**src/sv/lspq_pkg.sv**
```systemverilog
`timescale 1ns / 1ps
// ----------------------------------------------------------------------------
// lspq_pkg
// shared types, codes and defaults for the linear scan priority queue
// ----------------------------------------------------------------------------
package lspq_pkg;

    localparam int CAPACITY_DEF   = 16;
    localparam int DATA_WIDTH_DEF = 16;

    // fixed field widths
    localparam int ACT_W = 2;
    localparam int LEN_W = 5;

    // action codes
    localparam logic [ACT_W-1:0] ACT_ENQ = 2'd0;
    localparam logic [ACT_W-1:0] ACT_DEQ = 2'd1;
    localparam logic [ACT_W-1:0] ACT_CLR = 2'd2;

    typedef enum logic [2:0] {
        ST_IDLE,
        ST_EXEC,
        ST_SCAN,
        ST_SWAP_A,
        ST_SWAP_B,
        ST_RESP
    } state_t;

    // read-return tracking between the sequencer and the best tracker
    typedef struct packed {
        logic rvalid;
        logic first;
    } scan_ctl_t;

    // status part of one result word
    typedef struct packed {
        logic             accepted;
        logic [LEN_W-1:0] length;
        logic             is_empty;
        logic             is_full;
    } status_t;

endpackage

```
**src/sv/lspq_ram.sv**
```systemverilog
`timescale 1ns / 1ps
// ----------------------------------------------------------------------------
// lspq_ram
// generic single write, single read ram with registered read data
// ----------------------------------------------------------------------------
module lspq_ram #(
    parameter int WIDTH = 16,
    parameter int DEPTH = 16
) (
    input  logic                     aclk,
    input  logic                     we,
    input  logic [$clog2(DEPTH)-1:0] waddr,
    input  logic [WIDTH-1:0]         wdata,
    input  logic [$clog2(DEPTH)-1:0] raddr,
    output logic [WIDTH-1:0]         rdata
);

    logic [WIDTH-1:0] mem_reg [DEPTH];
    logic [WIDTH-1:0] rdata_reg;

    always_ff @(posedge aclk) begin
        if (we) begin
            mem_reg[waddr] <= wdata;
        end
        rdata_reg <= mem_reg[raddr];
    end

    assign rdata = rdata_reg;

endmodule

```
**src/sv/lspq_best.sv**
```systemverilog
`timescale 1ns / 1ps
// ----------------------------------------------------------------------------
// lspq_best
// running min/max tracker over the words returned by the scan reads
// ----------------------------------------------------------------------------
module lspq_best #(
    parameter int CAPACITY   = lspq_pkg::CAPACITY_DEF,
    parameter int DATA_WIDTH = lspq_pkg::DATA_WIDTH_DEF
) (
    input  logic                        aclk,
    input  logic                        order_mode,
    input  lspq_pkg::scan_ctl_t         scan_ctl,
    input  logic [$clog2(CAPACITY)-1:0] rslot,
    input  logic [DATA_WIDTH-1:0]       rdata,
    output logic [DATA_WIDTH-1:0]       best_val,
    output logic [$clog2(CAPACITY)-1:0] best_slot,
    output logic [DATA_WIDTH-1:0]       head_val
);
    import lspq_pkg::*;

    localparam int ADDR_W = $clog2(CAPACITY);

    logic [DATA_WIDTH-1:0] best_val_reg;
    logic [ADDR_W-1:0]     best_slot_reg;
    logic [DATA_WIDTH-1:0] head_val_reg;
    logic                  better;

    // strict compare keeps the earliest entry on a tie
    assign better = order_mode ? (rdata > best_val_reg) : (rdata < best_val_reg);

    always_ff @(posedge aclk) begin
        if (scan_ctl.rvalid) begin
            if (scan_ctl.first) begin
                best_val_reg  <= rdata;
                best_slot_reg <= rslot;
                head_val_reg  <= rdata;
            end else if (better) begin
                best_val_reg  <= rdata;
                best_slot_reg <= rslot;
            end
        end
    end

    assign best_val  = best_val_reg;
    assign best_slot = best_slot_reg;
    assign head_val  = head_val_reg;

endmodule

```
**src/sv/lspq_ctrl.sv**
```systemverilog
`timescale 1ns / 1ps
// ----------------------------------------------------------------------------
// lspq_ctrl
// operation sequencer: head/count state, ram access, result register
// ----------------------------------------------------------------------------
module lspq_ctrl #(
    parameter int CAPACITY   = lspq_pkg::CAPACITY_DEF,
    parameter int DATA_WIDTH = lspq_pkg::DATA_WIDTH_DEF
) (
    input  logic                            aclk,
    input  logic                            aresetn,
    // input word
    input  logic                            s_valid,
    output logic                            s_ready,
    input  logic [lspq_pkg::ACT_W-1:0]      s_action,
    input  logic [DATA_WIDTH-1:0]           s_data_in,
    // ram
    output logic                            ram_we,
    output logic [$clog2(CAPACITY)-1:0]     ram_waddr,
    output logic [DATA_WIDTH-1:0]           ram_wdata,
    output logic [$clog2(CAPACITY)-1:0]     ram_raddr,
    // best tracker
    output lspq_pkg::scan_ctl_t             scan_ctl,
    output logic [$clog2(CAPACITY)-1:0]     rslot,
    input  logic [DATA_WIDTH-1:0]           best_val,
    input  logic [$clog2(CAPACITY)-1:0]     best_slot,
    input  logic [DATA_WIDTH-1:0]           head_val,
    // result word
    output logic                            m_valid,
    input  logic                            m_ready,
    output lspq_pkg::status_t               m_status,
    output logic [DATA_WIDTH-1:0]           m_data_out
);
    import lspq_pkg::*;

    localparam int ADDR_W = $clog2(CAPACITY);
    localparam int CNT_W  = $clog2(CAPACITY + 1);

    localparam logic [CNT_W-1:0]  CAP_CNT  = CNT_W'(CAPACITY);
    localparam logic [ADDR_W-1:0] LAST_SLT = ADDR_W'(CAPACITY - 1);

    state_t                state_reg,   state_next;
    logic [ACT_W-1:0]      act_reg,     act_next;
    logic [DATA_WIDTH-1:0] din_reg,     din_next;
    logic [ADDR_W-1:0]     head_reg,    head_next;
    logic [CNT_W-1:0]      count_reg,   count_next;
    logic [ADDR_W-1:0]     rd_slot_reg, rd_slot_next;
    logic [CNT_W-1:0]      rd_cnt_reg,  rd_cnt_next;
    scan_ctl_t             scan_reg,    scan_next;
    logic [ADDR_W-1:0]     rslot_reg,   rslot_next;
    logic                  acc_reg,     acc_next;
    logic [DATA_WIDTH-1:0] res_reg,     res_next;
    logic                  m_valid_reg, m_valid_next;
    status_t               status_reg,  status_next;
    logic [DATA_WIDTH-1:0] dout_reg,    dout_next;

    logic                  out_free;
    logic                  issue;
    logic                  scan_done;
    logic [CNT_W:0]        tail_sum;
    logic [ADDR_W-1:0]     tail_slot;
    logic [ADDR_W-1:0]     head_inc;
    logic [ADDR_W-1:0]     rd_inc;

    assign out_free  = !m_valid_reg || m_ready;
    assign issue     = (state_reg == ST_SCAN) && (rd_cnt_reg < count_reg);
    assign scan_done = (rd_cnt_reg == count_reg) && !scan_reg.rvalid;

    // slot after the tail, head + count wrapped once
    assign tail_sum  = (CNT_W+1)'(head_reg) + (CNT_W+1)'(count_reg);
    assign tail_slot = (tail_sum >= (CNT_W+1)'(CAPACITY))
                     ? ADDR_W'(tail_sum - (CNT_W+1)'(CAPACITY))
                     : ADDR_W'(tail_sum);
    assign head_inc  = (head_reg == LAST_SLT) ? '0 : head_reg + 1'b1;
    assign rd_inc    = (rd_slot_reg == LAST_SLT) ? '0 : rd_slot_reg + 1'b1;

    // next state
    always_comb begin
        state_next = state_reg;
        case (state_reg)
            ST_IDLE: begin
                if (s_valid) state_next = ST_EXEC;
            end
            ST_EXEC: begin
                if (act_reg == ACT_DEQ && count_reg != '0) state_next = ST_SCAN;
                else state_next = ST_RESP;
            end
            ST_SCAN: begin
                if (scan_done) state_next = ST_SWAP_A;
            end
            ST_SWAP_A: state_next = ST_SWAP_B;
            ST_SWAP_B: state_next = ST_RESP;
            ST_RESP: begin
                if (out_free) state_next = ST_IDLE;
            end
            default: state_next = ST_IDLE;
        endcase
    end

    // outputs to the handshake and the ram
    always_comb begin
        s_ready   = 1'b0;
        ram_we    = 1'b0;
        ram_waddr = tail_slot;
        ram_wdata = din_reg;
        ram_raddr = rd_slot_reg;
        case (state_reg)
            ST_IDLE: s_ready = 1'b1;
            ST_EXEC: begin
                ram_raddr = head_reg;
                ram_we    = (act_reg == ACT_ENQ) && (count_reg < CAP_CNT);
            end
            ST_SWAP_A: begin
                ram_we    = 1'b1;
                ram_waddr = best_slot;
                ram_wdata = head_val;
            end
            ST_SWAP_B: begin
                ram_we    = 1'b1;
                ram_waddr = head_reg;
                ram_wdata = best_val;
            end
            default: ;
        endcase
    end

    // datapath
    always_comb begin
        act_next     = act_reg;
        din_next     = din_reg;
        head_next    = head_reg;
        count_next   = count_reg;
        rd_slot_next = rd_slot_reg;
        rd_cnt_next  = rd_cnt_reg;
        scan_next    = '{rvalid: 1'b0, first: 1'b0};
        rslot_next   = rslot_reg;
        acc_next     = acc_reg;
        res_next     = res_reg;
        m_valid_next = m_valid_reg && !m_ready;
        status_next  = status_reg;
        dout_next    = dout_reg;
        case (state_reg)
            ST_IDLE: begin
                if (s_valid) begin
                    act_next = s_action;
                    din_next = s_data_in;
                end
            end
            ST_EXEC: begin
                acc_next = 1'b0;
                res_next = '0;
                case (act_reg)
                    ACT_ENQ: begin
                        if (count_reg < CAP_CNT) begin
                            count_next = count_reg + 1'b1;
                            acc_next   = 1'b1;
                        end
                    end
                    ACT_DEQ: begin
                        if (count_reg != '0) begin
                            // first read goes to the head slot
                            scan_next    = '{rvalid: 1'b1, first: 1'b1};
                            rslot_next   = head_reg;
                            rd_slot_next = head_inc;
                            rd_cnt_next  = CNT_W'(1);
                        end
                    end
                    ACT_CLR: begin
                        count_next = '0;
                        head_next  = '0;
                        acc_next   = 1'b1;
                    end
                    default: ;
                endcase
            end
            ST_SCAN: begin
                if (issue) begin
                    scan_next    = '{rvalid: 1'b1, first: 1'b0};
                    rslot_next   = rd_slot_reg;
                    rd_slot_next = rd_inc;
                    rd_cnt_next  = rd_cnt_reg + 1'b1;
                end
            end
            ST_SWAP_B: begin
                acc_next   = 1'b1;
                res_next   = best_val;
                count_next = count_reg - 1'b1;
                head_next  = (count_reg == CNT_W'(1)) ? '0 : head_inc;
            end
            ST_RESP: begin
                if (out_free) begin
                    m_valid_next         = 1'b1;
                    dout_next            = res_reg;
                    status_next.accepted = acc_reg;
                    status_next.length   = LEN_W'(count_reg);
                    status_next.is_empty = (count_reg == '0);
                    status_next.is_full  = (count_reg == CAP_CNT);
                end
            end
            default: ;
        endcase
    end

    always_ff @(posedge aclk) begin
        if (!aresetn) begin
            state_reg   <= ST_IDLE;
            head_reg    <= '0;
            count_reg   <= '0;
            rd_cnt_reg  <= '0;
            scan_reg    <= '{rvalid: 1'b0, first: 1'b0};
            m_valid_reg <= 1'b0;
        end else begin
            state_reg   <= state_next;
            head_reg    <= head_next;
            count_reg   <= count_next;
            rd_cnt_reg  <= rd_cnt_next;
            scan_reg    <= scan_next;
            m_valid_reg <= m_valid_next;
        end
    end

    always_ff @(posedge aclk) begin
        act_reg     <= act_next;
        din_reg     <= din_next;
        rd_slot_reg <= rd_slot_next;
        rslot_reg   <= rslot_next;
        acc_reg     <= acc_next;
        res_reg     <= res_next;
        status_reg  <= status_next;
        dout_reg    <= dout_next;
    end

    assign scan_ctl   = scan_reg;
    assign rslot      = rslot_reg;
    assign m_valid    = m_valid_reg;
    assign m_status   = status_reg;
    assign m_data_out = dout_reg;

    a_count_bound: assert property (@(posedge aclk) disable iff (!aresetn)
        count_reg <= CAP_CNT)
        else $error("entry count above capacity");

    a_head_when_empty: assert property (@(posedge aclk) disable iff (!aresetn)
        count_reg == '0 |-> head_reg == '0)
        else $error("head not at slot zero while empty");

    a_no_write_in_scan: assert property (@(posedge aclk) disable iff (!aresetn)
        state_reg == ST_SCAN |-> !ram_we)
        else $error("ram write during scan");

    a_accept_to_exec: assert property (@(posedge aclk) disable iff (!aresetn)
        s_valid && s_ready |=> state_reg == ST_EXEC)
        else $error("accepted word not executed");

    a_scan_bound: assert property (@(posedge aclk) disable iff (!aresetn)
        state_reg == ST_SCAN |-> rd_cnt_reg <= count_reg)
        else $error("scan read past live entries");

endmodule

```
**src/sv/linear_scan_priority_queue_top.sv**
```systemverilog
`timescale 1ns / 1ps
// ----------------------------------------------------------------------------
// linear_scan_priority_queue_top
// bounded priority queue in an unsorted circular ram, dequeue by linear scan
// ----------------------------------------------------------------------------
//
//  channel   direction  handshake          word
//  s_        in         s_valid/s_ready    s_action, s_data_in
//  m_        out        m_valid/m_ready    m_accepted, m_data_out, m_length,
//                                          m_is_empty, m_is_full
//  cfg_      in         cfg_we             cfg_wdata (order_mode)
//
//  enqueue, clear and refused ops pass through ST_IDLE, ST_EXEC and ST_RESP;
//  the result word is registered in ST_RESP once the output register is free
//  dequeue passes through ST_IDLE, ST_EXEC, ST_SCAN, ST_SWAP_A, ST_SWAP_B and
//  ST_RESP: one ram read per live entry through the single read port, then
//  two writes for the swap into the head slot
//  one word is worked on at a time; the next word is taken once the result
//  sits in the output register, even if m_ready is low
//  synchronous active-low reset clears head, count and order_mode; the ram
//  needs no clearing since only live entries are ever read
// ----------------------------------------------------------------------------
module linear_scan_priority_queue_top #(
    parameter int CAPACITY   = lspq_pkg::CAPACITY_DEF,
    parameter int DATA_WIDTH = lspq_pkg::DATA_WIDTH_DEF
) (
    input  logic                       aclk,
    input  logic                       aresetn,
    // configuration
    input  logic                       cfg_we,
    input  logic                       cfg_wdata,
    // input word
    input  logic                       s_valid,
    output logic                       s_ready,
    input  logic [lspq_pkg::ACT_W-1:0] s_action,
    input  logic [DATA_WIDTH-1:0]      s_data_in,
    // result word
    output logic                       m_valid,
    input  logic                       m_ready,
    output logic                       m_accepted,
    output logic [DATA_WIDTH-1:0]      m_data_out,
    output logic [lspq_pkg::LEN_W-1:0] m_length,
    output logic                       m_is_empty,
    output logic                       m_is_full
);
    import lspq_pkg::*;

    localparam int ADDR_W = $clog2(CAPACITY);

    // order register: 0 smallest first, 1 largest first
    logic order_mode_reg;

    // ram port signals
    logic                  ram_we;
    logic [ADDR_W-1:0]     ram_waddr;
    logic [DATA_WIDTH-1:0] ram_wdata;
    logic [ADDR_W-1:0]     ram_raddr;
    logic [DATA_WIDTH-1:0] ram_rdata;

    // scan tracking
    scan_ctl_t             scan_ctl;
    logic [ADDR_W-1:0]     rslot;
    logic [DATA_WIDTH-1:0] best_val;
    logic [ADDR_W-1:0]     best_slot;
    logic [DATA_WIDTH-1:0] head_val;

    status_t               status;

    always_ff @(posedge aclk) begin
        if (!aresetn) begin
            order_mode_reg <= 1'b0;
        end else if (cfg_we) begin
            order_mode_reg <= cfg_wdata;
        end
    end

    // entry store
    lspq_ram #(
        .WIDTH (DATA_WIDTH),
        .DEPTH (CAPACITY)
    ) u_ram (
        .aclk  (aclk),
        .we    (ram_we),
        .waddr (ram_waddr),
        .wdata (ram_wdata),
        .raddr (ram_raddr),
        .rdata (ram_rdata)
    );

    // min/max tracker fed by the read data of the scan
    lspq_best #(
        .CAPACITY   (CAPACITY),
        .DATA_WIDTH (DATA_WIDTH)
    ) u_best (
        .aclk       (aclk),
        .order_mode (order_mode_reg),
        .scan_ctl   (scan_ctl),
        .rslot      (rslot),
        .rdata      (ram_rdata),
        .best_val   (best_val),
        .best_slot  (best_slot),
        .head_val   (head_val)
    );

    // sequencer and output register
    lspq_ctrl #(
        .CAPACITY   (CAPACITY),
        .DATA_WIDTH (DATA_WIDTH)
    ) u_ctrl (
        .aclk       (aclk),
        .aresetn    (aresetn),
        .s_valid    (s_valid),
        .s_ready    (s_ready),
        .s_action   (s_action),
        .s_data_in  (s_data_in),
        .ram_we     (ram_we),
        .ram_waddr  (ram_waddr),
        .ram_wdata  (ram_wdata),
        .ram_raddr  (ram_raddr),
        .scan_ctl   (scan_ctl),
        .rslot      (rslot),
        .best_val   (best_val),
        .best_slot  (best_slot),
        .head_val   (head_val),
        .m_valid    (m_valid),
        .m_ready    (m_ready),
        .m_status   (status),
        .m_data_out (m_data_out)
    );

    // unpack the status of the result word
    assign m_accepted = status.accepted;
    assign m_length   = status.length;
    assign m_is_empty = status.is_empty;
    assign m_is_full  = status.is_full;

endmodule
```
**config.mk**
```make
export PLATFORM = sky130hd
export DESIGN_NAME = linear_scan_priority_queue_top
export DESIGN_NICKNAME = d
export VERILOG_FILES = /design/src/sv/lspq_pkg.sv /design/src/sv/lspq_ram.sv /design/src/sv/lspq_best.sv /design/src/sv/lspq_ctrl.sv /design/src/sv/linear_scan_priority_queue_top.sv
export SDC_FILE = /design/constraint.sdc
export NUM_CORES = 1
export LEC_CHECK = 0
export ABC_AREA = 0
export BUFFER_PORTS_ARGS = -buffer_cell sky130_fd_sc_hd__buf_2
export CAP_MARGIN = 20
export CORE_UTILIZATION = 45
export CTS_BUF_LIST = sky130_fd_sc_hd__clkbuf_4 sky130_fd_sc_hd__clkbuf_8
export CTS_CLUSTER_SIZE = 12
export DETAILED_ROUTE_END_ITERATION = 8
export MAX_ROUTING_LAYER = met4
export SLEW_MARGIN = 10
export SYNTH_ARGS = -nofsm -noshare
export SYNTH_HDL_FRONTEND = slang
export SYNTH_HIERARCHICAL = 1
export SYNTH_SLANG_ARGS = --single-unit
```
**constraint.sdc**
```tcl
create_clock -name aclk -period 4.1 [get_ports aclk]
set_clock_uncertainty 0.2 [all_clocks]
set_input_delay 0.82 -clock aclk [delete_from_list [all_inputs] [get_ports aclk]]
set_output_delay 0.82 -clock aclk [all_outputs]
set_load 0.02 [all_outputs]
```
==> run metrics <==
status=finished clean; top cells by count, synth=edfxtp_1, mux4_2, a22oi_1; critical setup path kind=register to register; final period utilization=87.73%; Pleak=6.152 nW; layout overhead on the synthesized area=14.15%; post-synthesis cell area=0.01569 mm^2; most numerous cell in the Yosys netlist=edfxtp_1; Syn Nets=913; EDFF count, synth=359; Worst R2R Setup Slack=500 ps; Cell Int Power=7.142 mW; post-CTS setup buffer count=0; Worst Path Arrival=3600 ps; initial drt markers=612; Post-Place Cells=1354; Max Transition Viols Final=0; root buf cell=clkbuf_8; # diodes=0; DRC=0; CTS tree=done; first-pass GRT wire length=49340 um; cell row count=68; Critical Path Sink=u_ram/mem_reg[1][2]; gr usage total=19.25%; nets@finish=1024; Psw=2.428 mW; unrepaired setup endpoints after global routing=false; Top-Level Pins=50; Max Freq=278.0 MHz; syn_area_per_cell=18.31 um^2; total routed wirelength=32170 um; Rel. slew slack=27.31%; Buf/Inv on CP=0; DR WL/cell=21.84 um; Largest register FFs=256; drt pass-1 iters=5; number of max-cap violations=0; CTS-repair resized insts=0; Mapped Cells=857; Tmin final=3597 ps; Post-CTS Hold Fix Bufs=0; hold path startpoint=s_data_in[5]; Die H=188.8 um; vias per cell=5.540; ys async rst share=0%; Vias=8161; die width=188.8 um; Final Power=9.570 mW; FF-to-FF End=u_ram/mem_reg[1][2]; R2R cell count=6; CP Launch Type=register; CP top delay family=simple AND/OR/NAND/NOR gates; slowest CP cell=dfxtp_1; DP HPWL=20330 um; Yosys cell types=64; FF+latch count, synth=396; crit path cell chain=and3b_1, nor4_1, mux2i_1, o211ai_1, or3b_2, nor2_2; Hold Fails Final Rpt=0; CP Depth=6; fill count=2761; Critical Path Max Stage Delay=750 ps; Switching Share=25.37%; gr ovfl total=0; CP max FO=18; final setup violation count=0; share of cells above drive strength 1=27.31%; top_reg_cell synth=edfxtp_1; Critical Path Source=u_ctrl/state_reg[1]; Num CTS Buffers=66; post-route ant nets=0; vias in the first global route=8265; Power Dens Cells=534.2 mW/mm^2; yosys warns=6; post-synth top area share=68.69%; Clk Latency, worst-skew pair=600 ps; PortBufs=49; Reg2Reg Launch Point=u_ctrl/state_reg[1]; Worst-path clk slew=60 ps; Critical Path RT=4110 ps; Clock Power Share=35.7%; critical path endpoint category=register; H-tree Lvls=3; Final Wtd Congestion=0.8541; fin area=0.01791 mm^2; HP Class=input pin to register; Max clock buf depth=3; Comb power frac=13.0%; initial core utilization=45.54%; initial antenna violation count=0; DP Area=0.01661 mm^2; die area=0.03563 mm^2; Layout Cells excl Fill=1473; synth top area cells=edfxtp_1, mux4_2, dfxtp_1, ha_1, a22oi_1; worst-margin pin slew=1089 ps; maximum VDD drop=0.2448 mV; fin util=51.99%; setup_tns=0 ps; leading area contributor after synthesis=edfxtp_1; sequential area share after synthesis=73.41%; core area=0.03446 mm^2; pin count of the biggest net entering global routing=35; Flop pwr share=51.3%; TritonCTS sink count=396
## cells by family after synthesis
kind of cell | share of synthesized area (%)
AOI/OAI and AO/OA | 6.227
xor gates and xnor gates | 0.2233
adders and majority gates | 2.599
buffers and inverters | 2.049
DFF | 73.41
muxes | 10.12
and+or+nand+nor | 5.373
## layout by cell type (no fill, tap or decap), types with 3 or more instances in the layout
master    synthesis  final
a22oi_1          38     38
clkbuf_4          0     33
clkinv_1          0      7
nor2_2            1      9
clkbuf_8          0     69
o21a_1            3      3
mux2i_1           3      3
a211oi_1          3      3
o21ai_0          13     13
a21o_1            5      5
clkinv_2          0      3
mux2_2            7      6
nand3_1          14     14
buf_2            11     50
inv_6             0      4
nand2b_1          9      9
inv_1            28     28
buf_4             4     31
a31oi_1           5      5
nor3_1            9      5
dfxtp_1          37     37
o211ai_1          6      6
and3_1            4      4
nor4_1            4      4
mux4_1           10     10
ha_1             31     31
nor3_2            0      4
nand3b_1          3      3
nor2b_1           8      8
nand2_1          37     37
nor2_1           20     12
nand4_1           7      7
a21oi_1          17     17
mux4_2           54     54
edfxtp_1        359    359
and2_1           21     21
a221o_1          17     17
## power groups by stage
stage                     clock network [mW]  logic [mW]  registers [mW]
final                                   3.41        1.25            4.91
after global routing                    3.68        1.37            4.93
after floorplan                            0       0.833            4.96
after CTS                               3.53        1.26            4.91
after detailed placement                   0        1.25            4.99
after global placement                     0        1.23            4.98
## worst register-to-register path, stage by stage (launching register included)
cell and delay (ps):
dfxtp_1 750, and3b_1 530, nor4_1 100, mux2i_1 160
o211ai_1 160, or3b_2 560, nor2_2 730
## how the worst min path moves through the flow
stage          slack [ps]  cells after the start                    end
2_1_floorplan         200                      0    u_best/best_slot[0]
3_3_place_gp          200                      0  u_ctrl/m_data_out[10]
3_5_place_dp          200                      0  u_ctrl/m_data_out[10]
4_1_cts               140                      1      u_ctrl/din_reg[5]
5_1_grt               150                      1      u_ctrl/din_reg[5]
6_report              180                      1      u_ctrl/din_reg[5]
## stage by stage
step / setup slack, ps / hold WS (ps)
3_5_place_dp: 396.9 / 204.5
5_1_grt: 286.4 / 145.4
2_1_floorplan: 479.2 / 200.3
3_3_place_gp: 589.6 / 201.4
4_1_cts: 342.7 / 140.9
6_report: 502.9 / 182.7
## final cells by class
| class | count | area (um^2) | area share, % |
|---|---|---|---|
| clock buffers | 102 | 1197 | 6.684 |
| clock inverters | 16 | 103.9 | 0.5797 |
| inverters | 28 | 105.1 | 0.5867 |
| multi-input cells | 393 | 3895 | 21.74 |
| flip-flops and latches | 396 | 11520 | 64.31 |
| well taps | 455 | 569.3 | 3.178 |
| repair buffers | 83 | 523.0 | 2.919 |
## layer usage
layer,part of all wire [%],global-route usage (%),vias to the layer above
li1,-,-,3714
met1,48,27.34,4124
met2,44,27.46,272
met3,6.1,4.191,51
met4,2.0,6.669,0
met5,0,-,-
(Power assumes the default switching activity.)
